## src/hdl/npc_pkg.sv

```systemverilog
// ---------------------------------------------------------------------------
// npc_pkg
// Shared types and constants of the nearest palette color block.
// ---------------------------------------------------------------------------
package npc_pkg;

  localparam int MaxEntriesDefault = 256;

  localparam int CountW = 9;
  localparam int DistW  = 18;
  localparam int AddrW  = 3;
  localparam int DataW  = 32;

  // Commands carried in the cmd field
  localparam logic CMD_LOAD  = 1'b0;
  localparam logic CMD_QUERY = 1'b1;

  // Register index (paddr[2])
  localparam logic REG_PALETTE_COUNT = 1'b0;

  typedef struct packed {
    logic [7:0] red;
    logic [7:0] green;
    logic [7:0] blue;
  } color_t;

  typedef struct packed {
    logic       cmd;
    logic [7:0] entry_index;
    logic [7:0] red;
    logic [7:0] green;
    logic [7:0] blue;
  } in_item_t;

  typedef struct packed {
    logic             found;
    logic [7:0]       best_index;
    logic [7:0]       best_red;
    logic [7:0]       best_green;
    logic [7:0]       best_blue;
    logic [DistW-1:0] best_dist_sq;
  } out_item_t;

  // Palette write broadcast to every cell
  typedef struct packed {
    logic       valid;
    logic [7:0] index;
    color_t     color;
  } load_t;

  // Query token that walks down the cell chain
  typedef struct packed {
    color_t           query;
    logic             found;
    logic [7:0]       best_index;
    color_t           best_color;
    logic [DistW-1:0] best_dist;
  } tok_t;

endpackage

```

## src/hdl/npc_cell.sv

```systemverilog
// ---------------------------------------------------------------------------
// npc_cell
// One palette slot: holds its color and updates the passing query token.
// ---------------------------------------------------------------------------
module npc_cell #(
  parameter int CELL_IDX = 0
) (
  input  logic                       clk_i,
  input  logic                       rst_ni,
  input  npc_pkg::load_t             load_i,
  input  logic [npc_pkg::CountW-1:0] count_i,
  input  logic                       tok_valid_i,
  input  npc_pkg::tok_t              tok_i,
  output logic                       tok_valid_o,
  output npc_pkg::tok_t              tok_o
);

  localparam logic [7:0] Slot = 8'(CELL_IDX);

  npc_pkg::color_t             entry_q;
  npc_pkg::tok_t               tok_d, tok_q;
  logic                        valid_q;
  logic                        in_use;
  logic                        better;
  logic [npc_pkg::DistW-1:0]   cand_dist;

  function automatic logic [15:0] sq_diff(logic [7:0] a, logic [7:0] b);
    logic [7:0] m;
    m = (a >= b) ? (a - b) : (b - a);
    return 16'(m) * 16'(m);
  endfunction

  // Capture a load addressed to this slot
  always_ff @(posedge clk_i) begin
    if (load_i.valid && (32'(load_i.index) == CELL_IDX)) begin
      entry_q <= load_i.color;
    end
  end

  assign in_use    = (32'(count_i) > CELL_IDX);
  assign cand_dist = npc_pkg::DistW'(sq_diff(entry_q.red,   tok_i.query.red))
                   + npc_pkg::DistW'(sq_diff(entry_q.green, tok_i.query.green))
                   + npc_pkg::DistW'(sq_diff(entry_q.blue,  tok_i.query.blue));
  // Strict compare keeps the earlier slot on a tie
  assign better = in_use && (!tok_i.found || (cand_dist < tok_i.best_dist));

  always_comb begin
    tok_d = tok_i;
    if (better) begin
      tok_d.found      = 1'b1;
      tok_d.best_index = Slot;
      tok_d.best_color = entry_q;
      tok_d.best_dist  = cand_dist;
    end
  end

  always_ff @(posedge clk_i or negedge rst_ni) begin
    if (!rst_ni) begin
      valid_q <= 1'b0;
    end else begin
      valid_q <= tok_valid_i;
    end
  end

  always_ff @(posedge clk_i) begin
    if (tok_valid_i) begin
      tok_q <= tok_d;
    end
  end

  assign tok_valid_o = valid_q;
  assign tok_o       = tok_q;

endmodule

```

## config.mk

```make
export PLATFORM = sky130hd
export DESIGN_NAME = npc_cell
export DESIGN_NICKNAME = d
export VERILOG_FILES = /design/src/hdl/npc_pkg.sv /design/src/hdl/npc_cell.sv
export SDC_FILE = /design/constraint.sdc
export NUM_CORES = 1
export LEC_CHECK = 0
export ABC_AREA = 1
export BUFFER_PORTS_ARGS = -buffer_cell sky130_fd_sc_hd__buf_2
export CAP_MARGIN = 10
export CORE_AREA = 2 2 147 149
export DETAILED_ROUTE_END_ITERATION = 12
export DIE_AREA = 0 0 149 151
export HOLD_SLACK_MARGIN = 0.12
export PLACE_DENSITY = 0.83
export SYNTH_ARGS = -nofsm -noshare
export SYNTH_HDL_FRONTEND = slang
export SYNTH_SLANG_ARGS = --single-unit
```

## constraint.sdc

```tcl
create_clock -name clk_i -period 20.2 [get_ports clk_i]
set_input_delay 4.04 -clock clk_i [delete_from_list [all_inputs] [get_ports clk_i]]
set_output_delay 4.04 -clock clk_i [all_outputs]
set_load 0.005 [all_outputs]
```

; ---- Word-level counts from Yosys, hierarchy flattened
; Index checks and enable logic that the tools add are counted.
[classes]
n_reduce_logical = 5
n_addsub = 8
n_mux = 4
multipliers = 3
magnitude_cmp = 5
[ops]
columns = op, count
row1 = 8-bit by 8-bit multiplier with 16-bit output, 3
row2 = 8-bit subtractor, 6
row3 = 42-bit 2-to-1 mux, 1
row4 = 8-bit >= comparator, 3
row5 = 8-bit 2-to-1 mux, 3
row6 = 17-bit by 16-bit adder with 18-bit output, 1
row7 = 18-bit less-than comparator, 1
row8 = 16-bit by 16-bit adder with 17-bit output, 1
row9 = "9-bit by 1-bit greater-than comparator with 1-bit output, second input constant", 1
row10 = 8-bit logical NOT, 1
row11 = 1-bit logical AND, 2
row12 = 1-bit logical NOT, 1
row13 = 1-bit logical OR, 1
[totals]
reg_bits = 100
elab_cells = 38
output_inout_bits = 76
input_bits = 120

; ---- Logic depth before layout (Yosys ltp)
[depth]
word_depth = 9
ltp_mapped = 49
ltp_nobuf = 48

; ---- Least setup slack after synthesis
; No wires, ideal clock.
[synth_timing]
path_kind = input port to flip-flop
from = input tok_i[67] (netlist name)
to = register tok_q, in the netlist tok_o[10], data pin
setup_time_ps = 253
arrival_ps = 11609
n_path_buf = 1
stages = 42
required_ps = 19947
slack_ps = 8338
cell_sequence = ha_1 > inv_1 > fa_1 > nand3_2 > nand3_2 > o21ai_2 > nand2_4 > nand2_1 > nand2_2 > nor2_1 > inv_1 > fa_1 > inv_1 > fa_1 > inv_1 > fa_1 > fa_1 > inv_1 > [6 not listed] > or2_2 > nand3b_1 > nand2_1 > nand2_1 > nand2_1 > nand2_1 > nand2_1 > ha_1 > nand2_1 > nor2_1 > nand2_1 > nor2_1 > o21ai_0 > nand3_1 > nand2_1 > clkbuf_1 > nand3_1 > nand2_1
[synth_rtl]
columns = item, line
row1 = from (decl), npc_cell.sv:13  ; input npc_pkg::tok_t tok_i,
row2 = to (signal assigned), npc_cell.sv:67  ; tok_q <= tok_d;
row3 = to (decl), npc_cell.sv:21  ; npc_pkg::tok_t tok_d, tok_q;

==> flow_summary.ini <==
[run_status]
status = completed

[routing]
drt-initial-drc-count = 454
route.detailed.drc = 0
num_vias = 9859
viasPerCell = 5.09
ant_nets = 0
drt-total-wl_mm = 28.0
firstDrtPassIters = 5
routedWlPerCell_um = 14.5

[clocking]
clk_latency_ps = 360
hold_buffers = 0
root_buffer = clkbuf_16
cts.sinks = 100
clockBufferDepth = 2
cts-buffers-inserted = 9
cts_tree = built
cts_setup_buffers = 0
clk_pin_slew_ps = 80
cts.htree.levels = 3
cts_resized = 0

[floorplan]
die_w_um = 149
num_io_pins = 196
start_util_pct = 59.2
die_area_sq_mm = 0.0225
core_sq_mm = 0.0208
die_h_um = 151
std_cell_rows = 53

[critical_path]
r2r-start = entry_q[16]
critPathSlowestCell = nand2_2
arrival_ps = 12710
crit_path_max_fanout = 42
path_delay_family = adder cells
worstPathRequired_ps = 20430
critical_path_class = in2reg
cp-startpoint = tok_i[67]
cp_common_cell = nand2_1
crit_path_end_kind = register
critPathBufInv = 9
cp-start-kind = primary input
slowest_delay_ps = 580

[place]
portBuffers = 195
place_hpwl_mm = 23.9
place_congestion = 0.925

[synth]
netlist_instances = 1471
synthTopCellsByArea = edfxtp_1 24%, fa_1 23%, ha_1 14%
synthArstFlopShare_pct = 1.00
postSynthAreaPerCell_sq_um = 8.38
syn_area_sq_mm = 0.0123
yosysUniqueCellTypes = 42
synth_edf_count = 99
syn_nets = 1871
synth_ff_type = edfxtp_1
ys_seq_elements = 100
yosysSeqAreaShare_pct = 24.3
synthDominantCellAreaShare_pct = 24.1
synth_common_cells = 355 x inv_1, 350 x nand2_1, 141 x ha_1, 139 x fa_1, 104 x nor2_1
yosysMostFrequentCell = inv_1
synth_top_area_cell = edfxtp_1
ys_warn_count = 0

[cells_and_area]
nNetsFinal = 2058
multi_input_area_sq_mm = 0.00785
nFillCells = 1699
regArea_sq_mm = 0.00300
syn2layout_area_growth_pct = 12.4
drive_gt1_share_pct = 16.7
n_antenna_cell = 0

[flow_run]
cap_viol_max_count = 0

[timing]
post-route-period-util_pct = 61.8
max_slew_margin_pct = 24.7
tightest_slew_ps = 1130
hold_viol_final = 0
min_period_ps = 12480
setup-violations-final = 0
fin_setup_tns_ps = 0
slew_viol_final = 0
fmaxAchievable_mhz = 80.1
skew_ps = 17.2
rsz0062_at_grt = false

[min_path]
min_from = entry_q[15]
hold_class = reg2reg

[global_route]
grt_max_degree = 72
track_usage_pct = 26.3
grt_pass1_vias = 10307
grt_pass1_wl_mm = 46.8
antenna_found_initial = 0
grt-ovfl-total = 0
==> final timing paths <==
path,endpoint,slack (ps),depth (start not counted)
hold / removal,tok_o[33],590,2
min in group asynchronous,tok_valid_o,3440,1
max in group asynchronous,tok_valid_o,16670,1
setup / recovery,tok_o[36],7720,43
setup reg to reg,tok_o[36],11040,43
hold reg to reg,tok_o[33],590,2
==> flip-flops by register name (all words and copies together) (netlist names) <==
| register | count |
|---|---|
| entry_q | 24 |
| tok_o | 75 |
| tok_valid_o | 1 |
==> kinds of logic after synthesis <==
logic type	share of synthesized area, %
AND/OR/NAND/NOR	21.3
buffers and inverters	12.1
adder cells (fa/ha/maj)	36.9
flip-flops	24.3
AO/OA/AOI/OAI	3.51
XOR/XNOR	1.92
==> layout make-up <==
type,count,share of cell area [%]
clock inverter,7,0.470
timing repair buffer,198,7.22
sequential,100,21.6
multi-input combinational,983,56.6
inverter,366,9.95
tap,275,2.48
clock buffer,9,1.63
==> through the flow <==
stage	util, %	hold slack, ps	instances	setup slack, ps	cell area [sq um]
after floorplan	-	551	1471	8340	12300
after global placement	65.2	581	1922	7650	13600
after detailed placement	65.2	585	1922	7360	13600
after CTS	66.5	604	1938	7720	13900
after global routing	66.5	650	1938	7070	13900
final	66.5	594	1938	7720	13900
==> cells in the final DEF, fill, tap and decap left out, drive strengths merged <==
| master | count |
|---|---|
| a21boi | 9 |
| a21o | 3 |
| a21oi | 35 |
| and2 | 3 |
| and3 | 1 |
| buf | 198 |
| clkbuf | 9 |
| clkinv | 2 |
| dfrtp | 1 |
| edfxtp | 99 |
| fa | 139 |
| ha | 141 |
| inv | 371 |
| nand2 | 375 |
| nand3 | 86 |
| nand3b | 3 |
| nand4 | 10 |
| nor2 | 114 |
| nor3 | 5 |
| nor4 | 3 |
| o21a | 7 |
| o21ai | 11 |
| o21bai | 6 |
| or2 | 5 |
| xnor2 | 8 |
| xor2 | 19 |
==> worst register-to-register path: cells and delay by family (launching register included) <==
kind / cells / cell delay, ps
AO/OA/AOI/OAI: 3 / 550
adder cells (fa/ha/maj): 11 / 4790
buffers and inverters: 9 / 610
flip-flops: 1 / 420
AND/OR/NAND/NOR: 20 / 2650
==> per-layer routing <==
layer  vias up  wire length, um  track usage (%)
met5         -                0                0
li1       4837                -                -
met4         0             1040             11.2
met1      4647            11200             31.0
met2       311            14200             47.7
met3        64             1620             4.13
Power is not shown: default switching activity piles up to over one toggle a cycle in this logic, so the estimate is an artifact.
