$ cat src/hdl/npc_pkg.sv
// ---------------------------------------------------------------------------
// npc_pkg
// Shared types and constants of the nearest palette color block.
// ---------------------------------------------------------------------------
package npc_pkg;

  localparam int MaxEntriesDefault = 256;

  localparam int CountW = 9;
  localparam int DistW  = 18;
  localparam int AddrW  = 3;
  localparam int DataW  = 32;

  // Commands carried in the cmd field
  localparam logic CMD_LOAD  = 1'b0;
  localparam logic CMD_QUERY = 1'b1;

  // Register index (paddr[2])
  localparam logic REG_PALETTE_COUNT = 1'b0;

  typedef struct packed {
    logic [7:0] red;
    logic [7:0] green;
    logic [7:0] blue;
  } color_t;

  typedef struct packed {
    logic       cmd;
    logic [7:0] entry_index;
    logic [7:0] red;
    logic [7:0] green;
    logic [7:0] blue;
  } in_item_t;

  typedef struct packed {
    logic             found;
    logic [7:0]       best_index;
    logic [7:0]       best_red;
    logic [7:0]       best_green;
    logic [7:0]       best_blue;
    logic [DistW-1:0] best_dist_sq;
  } out_item_t;

  // Palette write broadcast to every cell
  typedef struct packed {
    logic       valid;
    logic [7:0] index;
    color_t     color;
  } load_t;

  // Query token that walks down the cell chain
  typedef struct packed {
    color_t           query;
    logic             found;
    logic [7:0]       best_index;
    color_t           best_color;
    logic [DistW-1:0] best_dist;
  } tok_t;

endpackage

$ cat src/hdl/npc_cfg.sv
// ---------------------------------------------------------------------------
// npc_cfg
// APB register file holding the palette entry count.
// ---------------------------------------------------------------------------
module npc_cfg (
  input  logic                       clk_i,
  input  logic                       rst_ni,
  input  logic                       psel,
  input  logic                       penable,
  input  logic                       pwrite,
  input  logic [npc_pkg::AddrW-1:0]  paddr,
  input  logic [npc_pkg::DataW-1:0]  pwdata,
  output logic [npc_pkg::DataW-1:0]  prdata,
  output logic                       pready,
  output logic [npc_pkg::CountW-1:0] count_o
);

  logic [npc_pkg::CountW-1:0] count_d, count_q;
  logic                       wr_en;

  assign pready = 1'b1;
  assign wr_en  = psel && penable && pwrite && (paddr[2] == npc_pkg::REG_PALETTE_COUNT);

  always_comb begin
    count_d = count_q;
    if (wr_en) begin
      count_d = pwdata[npc_pkg::CountW-1:0];
    end
  end

  always_ff @(posedge clk_i or negedge rst_ni) begin
    if (!rst_ni) begin
      count_q <= '0;
    end else begin
      count_q <= count_d;
    end
  end

  always_comb begin
    prdata = '0;
    if (paddr[2] == npc_pkg::REG_PALETTE_COUNT) begin
      prdata = npc_pkg::DataW'(count_q);
    end
  end

  assign count_o = count_q;

endmodule

$ cat config.mk
export PLATFORM = sky130hd
export DESIGN_NAME = npc_cfg
export DESIGN_NICKNAME = d
export VERILOG_FILES = /design/src/hdl/npc_pkg.sv /design/src/hdl/npc_cfg.sv
export SDC_FILE = /design/constraint.sdc
export NUM_CORES = 1
export LEC_CHECK = 0
export ABC_AREA = 1
export BUFFER_PORTS_ARGS = -buffer_cell sky130_fd_sc_hd__buf_4
export CAP_MARGIN = 20
export CORE_ASPECT_RATIO = 0.75
export CORE_MARGIN = 1.5
export CORE_UTILIZATION = 31
export DETAILED_ROUTE_END_ITERATION = 8
export PLACE_DENSITY = 0.76
export SYNTH_ARGS = -nofsm -noshare
export SYNTH_HDL_FRONTEND = slang
export SYNTH_SLANG_ARGS = --single-unit
$ cat constraint.sdc
create_clock -name clk_i -period 1.1 [get_ports clk_i]
set_clock_uncertainty 0.2 [all_clocks]
set_input_delay 0.11 -clock clk_i [delete_from_list [all_inputs] [get_ports clk_i]]
set_output_delay 0.11 -clock clk_i [all_outputs]
set_load 0.01 [all_outputs]
Word level (Yosys, flattened, before mapping)
Cells that the tools add are included.
{"block": "totals", "wordCells": 6, "input_bits": 40, "reg_bits": 9, "output_inout_bits": 42}
{"block": "op_classes", "n_mux": 1, "bitwise_logic": 1, "n_reduce_logical": 3}
{"op": "$mux W9", "n": 1}
{"op": "$logic_and A1 B1 Y1", "n": 3}
{"op": "$not A1 Y1", "n": 1}

Depth between registers and ports, before layout
Gate-level depths: netlist of run 1.
{"block": "logic_depth", "ltp_word": 3, "depth_mapped": 5, "mapped_depth_nobuf": 5}

Worst setup path before layout of run 1
No wires, ideal clock.
{"block": "synth_timing", "path_type": "register to output", "start": "register count_q (netlist bit count_o[0])", "end": "output prdata[0] in the netlist's numbering", "slack_ps": 195, "path_buffers": 0, "arrival_ps": 595, "required_ps": 790, "stages_incl_launch_ff": 3, "path_cell_list": "dfrtp_1 -> inv_1 -> nor2_1"}
{"block": "synth_between", "elab_chain_len": 1}
{"item": "start: declaration", "line": "npc_cfg.sv:18", "source": "logic [npc_pkg::CountW-1:0] count_d, count_q;"}
{"item": "start signal: assignment", "line": "npc_cfg.sv:35", "source": "count_q <= count_d;"}
{"item": "$mux W9", "line": "npc_cfg.sv:41", "source": "if (paddr[2] == npc_pkg::REG_PALETTE_COUNT) begin"}
{"item": "end: declaration", "line": "npc_cfg.sv:13", "source": "output logic [npc_pkg::DataW-1:0] prdata,"}
Every way passes these cells.

Final worst setup path of run 1
{"block": "layout_timing", "start": "register count_q (netlist bit count_o[5])", "end": "output count_o[5] in the netlist's numbering"}
{"item": "end: declaration", "line": "npc_cfg.sv:15", "source": "output logic [npc_pkg::CountW-1:0] count_o"}
No word-level cell between the ends.

==> qor.yml, run 1 <==
min_path:
  hold_path_class: "in -> async"
synth:
  synthDistinctLibCells: 11
  synthCells: 86
  syn_avg_cell_area_um2: 7.52
  ys_seq_area_share_pct: 34.8
  yosysWarningCount: 0
  netlist_area_um2: 647
  ys_ff_latch: 9
clocking:
  root_buffer: "clkbuf_4"
  clk_pin_slew_ns: 0.06
  clk_path_buf_depth: 2
  worstSkewPairLatency_ns: 0.27
  clock-sinks: 9
  cts_tree: "done"
  htreeDepth: 1
  numCtsBuffers: 3
status:
  status: "finished, violations left"
  violations: "negative hold slack, negative setup slack"
cells_and_area:
  mostFrequentLayoutCells: "buf_4, conb_1, nand2_1, inv_1, dlygate4sd3_1"
  antenna_cells: 0
  largest_register_ffs: 9
  final_common_cell: "buf_4"
  fin_nets: 178
  drive_gt1_share_pct: 34.3
  syn2layout_area_growth_pct: 55.9
  final_util_pct: 50.9
  fin_area_um2: 1010
sta:
  fin_crit_ns: 1.22
  hold_viol: 4
  finalMaxSlewViolations: 0
  fin_ws_ns: -0.124
  setup_viol: 17
  fmax_mhz: 817
  final.period_utilization_pct: 111
  rsz0062_at_grt: "yes"
  hold-worst-slack_ns: -0.00388
setup_path:
  worst_setup_path_end_kind: "output port"
  crit_type: "reg -> out"
  crit_fanout: 3
  start_kind: "register"
  cp.required_ns: 0.79
  cp.arrival_ns: 0.91
grt:
  grt_pass1_vias: 510
  antenna_found_initial: 0
  grt_max_degree: 11
  grt_usage_pct: 12.1
  grt_pass1_wl_mm: 2.14
  grt_overflow: 0
floorplanning:
  core-area_um2: 1980
  io_pins: 82
  start_util_pct: 32.7
  die_y_um: 42.6
  rows: 14
  die_area_um2: 2370
  die_w_um: 55.7
power_and_ir_drop:
  ir_worst_vdd_mv: 0.689
  leakage_uw: 0.000611
  p_per_area_nw_per_um2: 1210
placement:
  post-dp-hpwl_mm: 1.07
  place_congestion: 0.690
  place_area_um2: 816
  port_buffers: 32
routing:
  wl_mm: 1.34
  drt_iter0_drc: 16
  via_per_inst: 3.79
  vias: 610
  drc: 0
  ant_nets: 0
  wl_per_cell_um: 8.31
  first_pass_iters: 2
run:
  maxCapViolCount: 0
## cell type report
class	instances	area, um^2
Inverter	11	41.3
Tap cell	24	30.0
Sequential cell	9	225
Fill cell	204	971
Clock buffer	4	26.3
Timing Repair Buffer	50	412
Multi-Input combinational cell	63	274
## worst paths after layout
path	from	endpoint	slack, ns	cells after the start
hold reg to reg	count_o[2]	count_o[2]	0.31	2
setup / recovery	count_o[5]	count_o[5]	-0.12	2
max in group asynchronous	rst_ni	count_o[3]	0.57	2
min in group clk_i	paddr[2]	count_o[2]	0.01	4
hold / removal	rst_ni	count_o[2]	-0.004	2
setup reg to reg	count_o[1]	count_o[1]	0.15	3
## metrics by stage
step	setup TNS, ns	std cells	power [uW]	setup slack (ns)
2_1_floorplan	0	108	702	0.195
3_3_place_gp	0	140	846	0.119
3_5_place_dp	0	140	863	0.0632
4_1_cts	-1.09	155	1150	-0.108
5_1_grt	-2.12	161	1320	-0.173
6_report	-1.18	161	1220	-0.124
## cell families (layout without fill, tap and decap cells)
logic type | after synthesis | in the layout | synth area share [%]
DFF | 9 | 9 | 34.8
other | 2 | 24 | 1.16
and+or+nand+nor | 39 | 39 | 28.0
buffers and inverters | 36 | 65 | 36.0
## layer usage
metal | share of wire [%] | vias up | track usage, %
met3 | 11 | 3 | 5.56
met4 | 1.4 | 0 | 4.39
met1 | 37 | 264 | 12.4
met2 | 51 | 33 | 21.7
met5 | 0 | - | 0
li1 | - | 310 | -
## power by group
| group | switching [uW] | internal [uW] |
|---|---|---|
| Combinational | 237 | 287 |
| Sequential | 49.5 | 394 |
| Clock | 114 | 140 |
| Total | 401 | 820 |
## Yosys cell counts
cell / instances / area share, %
buf_4: 24 / 28
buf_6: 1 / 1.7
conb_1: 2 / 1.2
dfrtp_1: 9 / 35
inv_1: 10 / 5.8
inv_2: 1 / 0.58
nand2_1: 19 / 11
nand2_4: 1 / 1.7
nand3_1: 9 / 7.0
nor2_1: 9 / 5.2
nor2_8: 1 / 3.1
## worst max-delay path, stage by stage (launching register included)
cell and delay (ns):
dfrtp_1 0.39, buf_4 0.13, buf_4 0.13
## repair_timing
item | in CTS | in global routing
endpoints found under the hold margin | 18 | 0
setup endpoints to repair | 18 | 18
hold buffers | 10 | 0
pin swaps | 0 | 2
setup buffers | 1 | 6
gates resized for setup | 0 | 4
Power figures use the tool's default switching activity.
==> run 2: changes to the inputs <==
- CELL_PAD_IN_SITES_DETAIL_PLACEMENT: not set -> 1
- CELL_PAD_IN_SITES_GLOBAL_PLACEMENT: not set -> 2
- CORE_UTILIZATION: 31 -> 13
- CTS_CLUSTER_SIZE: not set -> 20
- PLACE_DENSITY: 0.76 -> 0.74
==> qor.yml, run 2 (synthesis gave the netlist of run 1 again) <==
status:
  status: "finished, violations left"
  violations: "negative setup slack"
power_and_ir_drop:
  leakage_uw: 0.000624  # +2.2%
  combPwrFrac_pct: 39.1  # -3.8 points
  seq_power_share_pct: 32.9  # -3.4 points
  ir_worst_vdd_mv: 0.387  # -44%
  p_int_uw: 936  # +14%
  pwr-share-clk_pct: 28.0  # +7.2 points
  switching_power_uw: 419  # +4.6%
  power_switching_share_pct: 30.9  # -1.9 points
  p_per_area_nw_per_um2: 1250  # +3.0%
clocking:
  clock-sinks: 9  # unchanged
  clk_path_buf_depth: 2  # unchanged
  cts_tree: "done"
  worstSkewPairLatency_ns: 0.23  # -0.04 ns
  numCtsBuffers: 3  # unchanged
  clk_pin_slew_ns: 0.05  # about the same
  root_buffer: "clkbuf_8"
  htreeDepth: 1  # unchanged
setup_path:
  cp.arrival_ns: 0.88  # -0.03 ns
  r2r-end: "count_o[7]"
  crit_fanout: 3  # unchanged
  crit_type: "reg -> out"
  start_kind: "register"
  path_buf_inv: 2  # unchanged
  crit_chain: "inv_1 -> nor2_1 -> buf_4"
  slowest_delay_ns: 0.38  # about the same
  cp.required_ns: 0.79  # about the same
  cp_slowest_cell: "dfrtp_1"
  rrSetupSlack_ns: 0.06  # -0.09 ns
  r2r-start: "count_o[7]"
  cp_top_family: "flip-flops"
  worst_setup_path_end_kind: "output port"
  reg2reg_depth: 4  # +1
grt:
  grt_overflow: 0  # unchanged
  grt_max_degree: 11  # unchanged
  grt_usage_pct: 6.11  # -6.0 points
  grt_pass1_vias: 503  # -1.4%
  grt_pass1_wl_mm: 2.52  # +18%
  antenna_found_initial: 0  # unchanged
sta:
  final.period_utilization_pct: 108  # -3.1 points
  finalMaxSlewViolations: 0  # unchanged
  setup_viol: 11  # -6
  fin_crit_ns: 1.19  # -0.0340 ns
  fin_ws_ns: -0.0903  # +0.0340 ns
  setup_tns_ns: -0.726  # +0.457 ns
  hold-worst-slack_ns: 0.0430  # +0.0469 ns
  fmax_mhz: 840  # +2.9%
  rsz0062_at_grt: "yes"
  hold_viol: 0  # -4
run:
  maxCapViolCount: 0  # unchanged
floorplanning:
  core-area_um2: 4840  # +140%
  rows: 22  # +8
  start_util_pct: 13.4  # -19 points
  io_pins: 82  # unchanged
  die_y_um: 64.1  # +51%
  die_area_um2: 5410  # +130%
  die_w_um: 84.5  # +51%
placement:
  place_ws_ns: 0.0915  # +0.0284 ns
  post-dp-hpwl_mm: 1.33  # +24%
  port_buffers: 32  # unchanged
  place_congestion: 0.617  # -11%
cells_and_area:
  final_common_cell: "buf_4"
  drive_gt1_share_pct: 36.2  # +1.9 points
  mostFrequentLayoutCells: "buf_4, conb_1, nand2_1, dlygate4sd3_1"
  syn2layout_area_growth_pct: 67.9
  final_util_pct: 22.4  # -29 points
  largest_register_ffs: 9  # unchanged
  antenna_cells: 0  # unchanged
  fin_nets: 179  # +0.56%
min_path:
  hold_path_class: "in -> async"
routing:
  vias: 615  # +0.82%
  first_pass_iters: 4  # +2
  drt_iter0_drc: 17  # +1
  drc: 0  # unchanged
  via_per_inst: 3.11  # -18%
  ant_nets: 0  # unchanged
  wl_per_cell_um: 8.61  # +3.6%
  wl_mm: 1.71  # +27%
[run 2: cell count changes in the layout (fill, tap and decap cells not counted), sizes merged]
cell | previous run | this run
buf | 40 | 41
[run 2: cell type report]
cell class	instances	area [um^2]
fill	593	3760
sequential	9	225
multi-input combinational	63	277
inverter	11	41.3
timing repair buffer	51	423
tap	60	75.1
clock buffer	4	45.0
[run 2: metal layers]
layer | GRT usage [%] | vias to the layer above | part of all wire, %
met2 | 9.90 | 24 | 50
li1 | - | 309 | -
met5 | 0 | - | 0
met1 | 7.64 | 280 | 42
met3 | 2.20 | 2 | 6.9
met4 | 1.81 | 0 | 0.88
[run 2: how the worst max path moves through the flow]
| stage | endpoint | depth (start not counted) | from | slack, ns |
|---|---|---|---|---|
| finish | prdata[4] | 3 | count_o[4] | -0.09 |
| CTS | prdata[3] | 3 | count_o[3] | -0.09 |
| detailed placement | count_o[0] | 5 | paddr[2] | 0.09 |
| global route | prdata[4] | 3 | count_o[4] | -0.14 |
| floorplan | prdata[0] | 2 | count_o[0] | 0.20 |
| global placement | count_o[1] | 5 | paddr[2] | 0.09 |
[run 2: worst register-to-register path, stage by stage, from the launching register on]
cell and delay (ns):
dfrtp_1 0.38, buf_4 0.14, buf_4 0.12, nand2_1 0.05
nand2_1 0.04
[run 2: power groups by stage]
stage / Combinational, uW / Sequential [uW] / Clock [uW]
after detailed placement: 423 / 451 / 0
after floorplan: 230 / 472 / 0
after CTS: 473 / 446 / 397
final: 530 / 446 / 379
after global placement: 417 / 451 / 0
after global routing: 581 / 454 / 421
[run 2: stage by stage]
step	power [uW]	std cells	cell area (um^2)
finish	1360	198	1090
detailed placement	874	178	876
global route	1460	198	1090
CTS	1320	194	1040
floorplan	702	108	729
global placement	868	178	876
[run 2: repair_timing]
item                                    4_1_cts  5_1_grt
cloned                                        0        0
resized for setup                             0        7
endpoints found under the hold margin        18        0
buffers inserted                              2        4
endpoints found under the setup margin       11       17
pin swaps                                     1        1
hold buffers                                 10        0
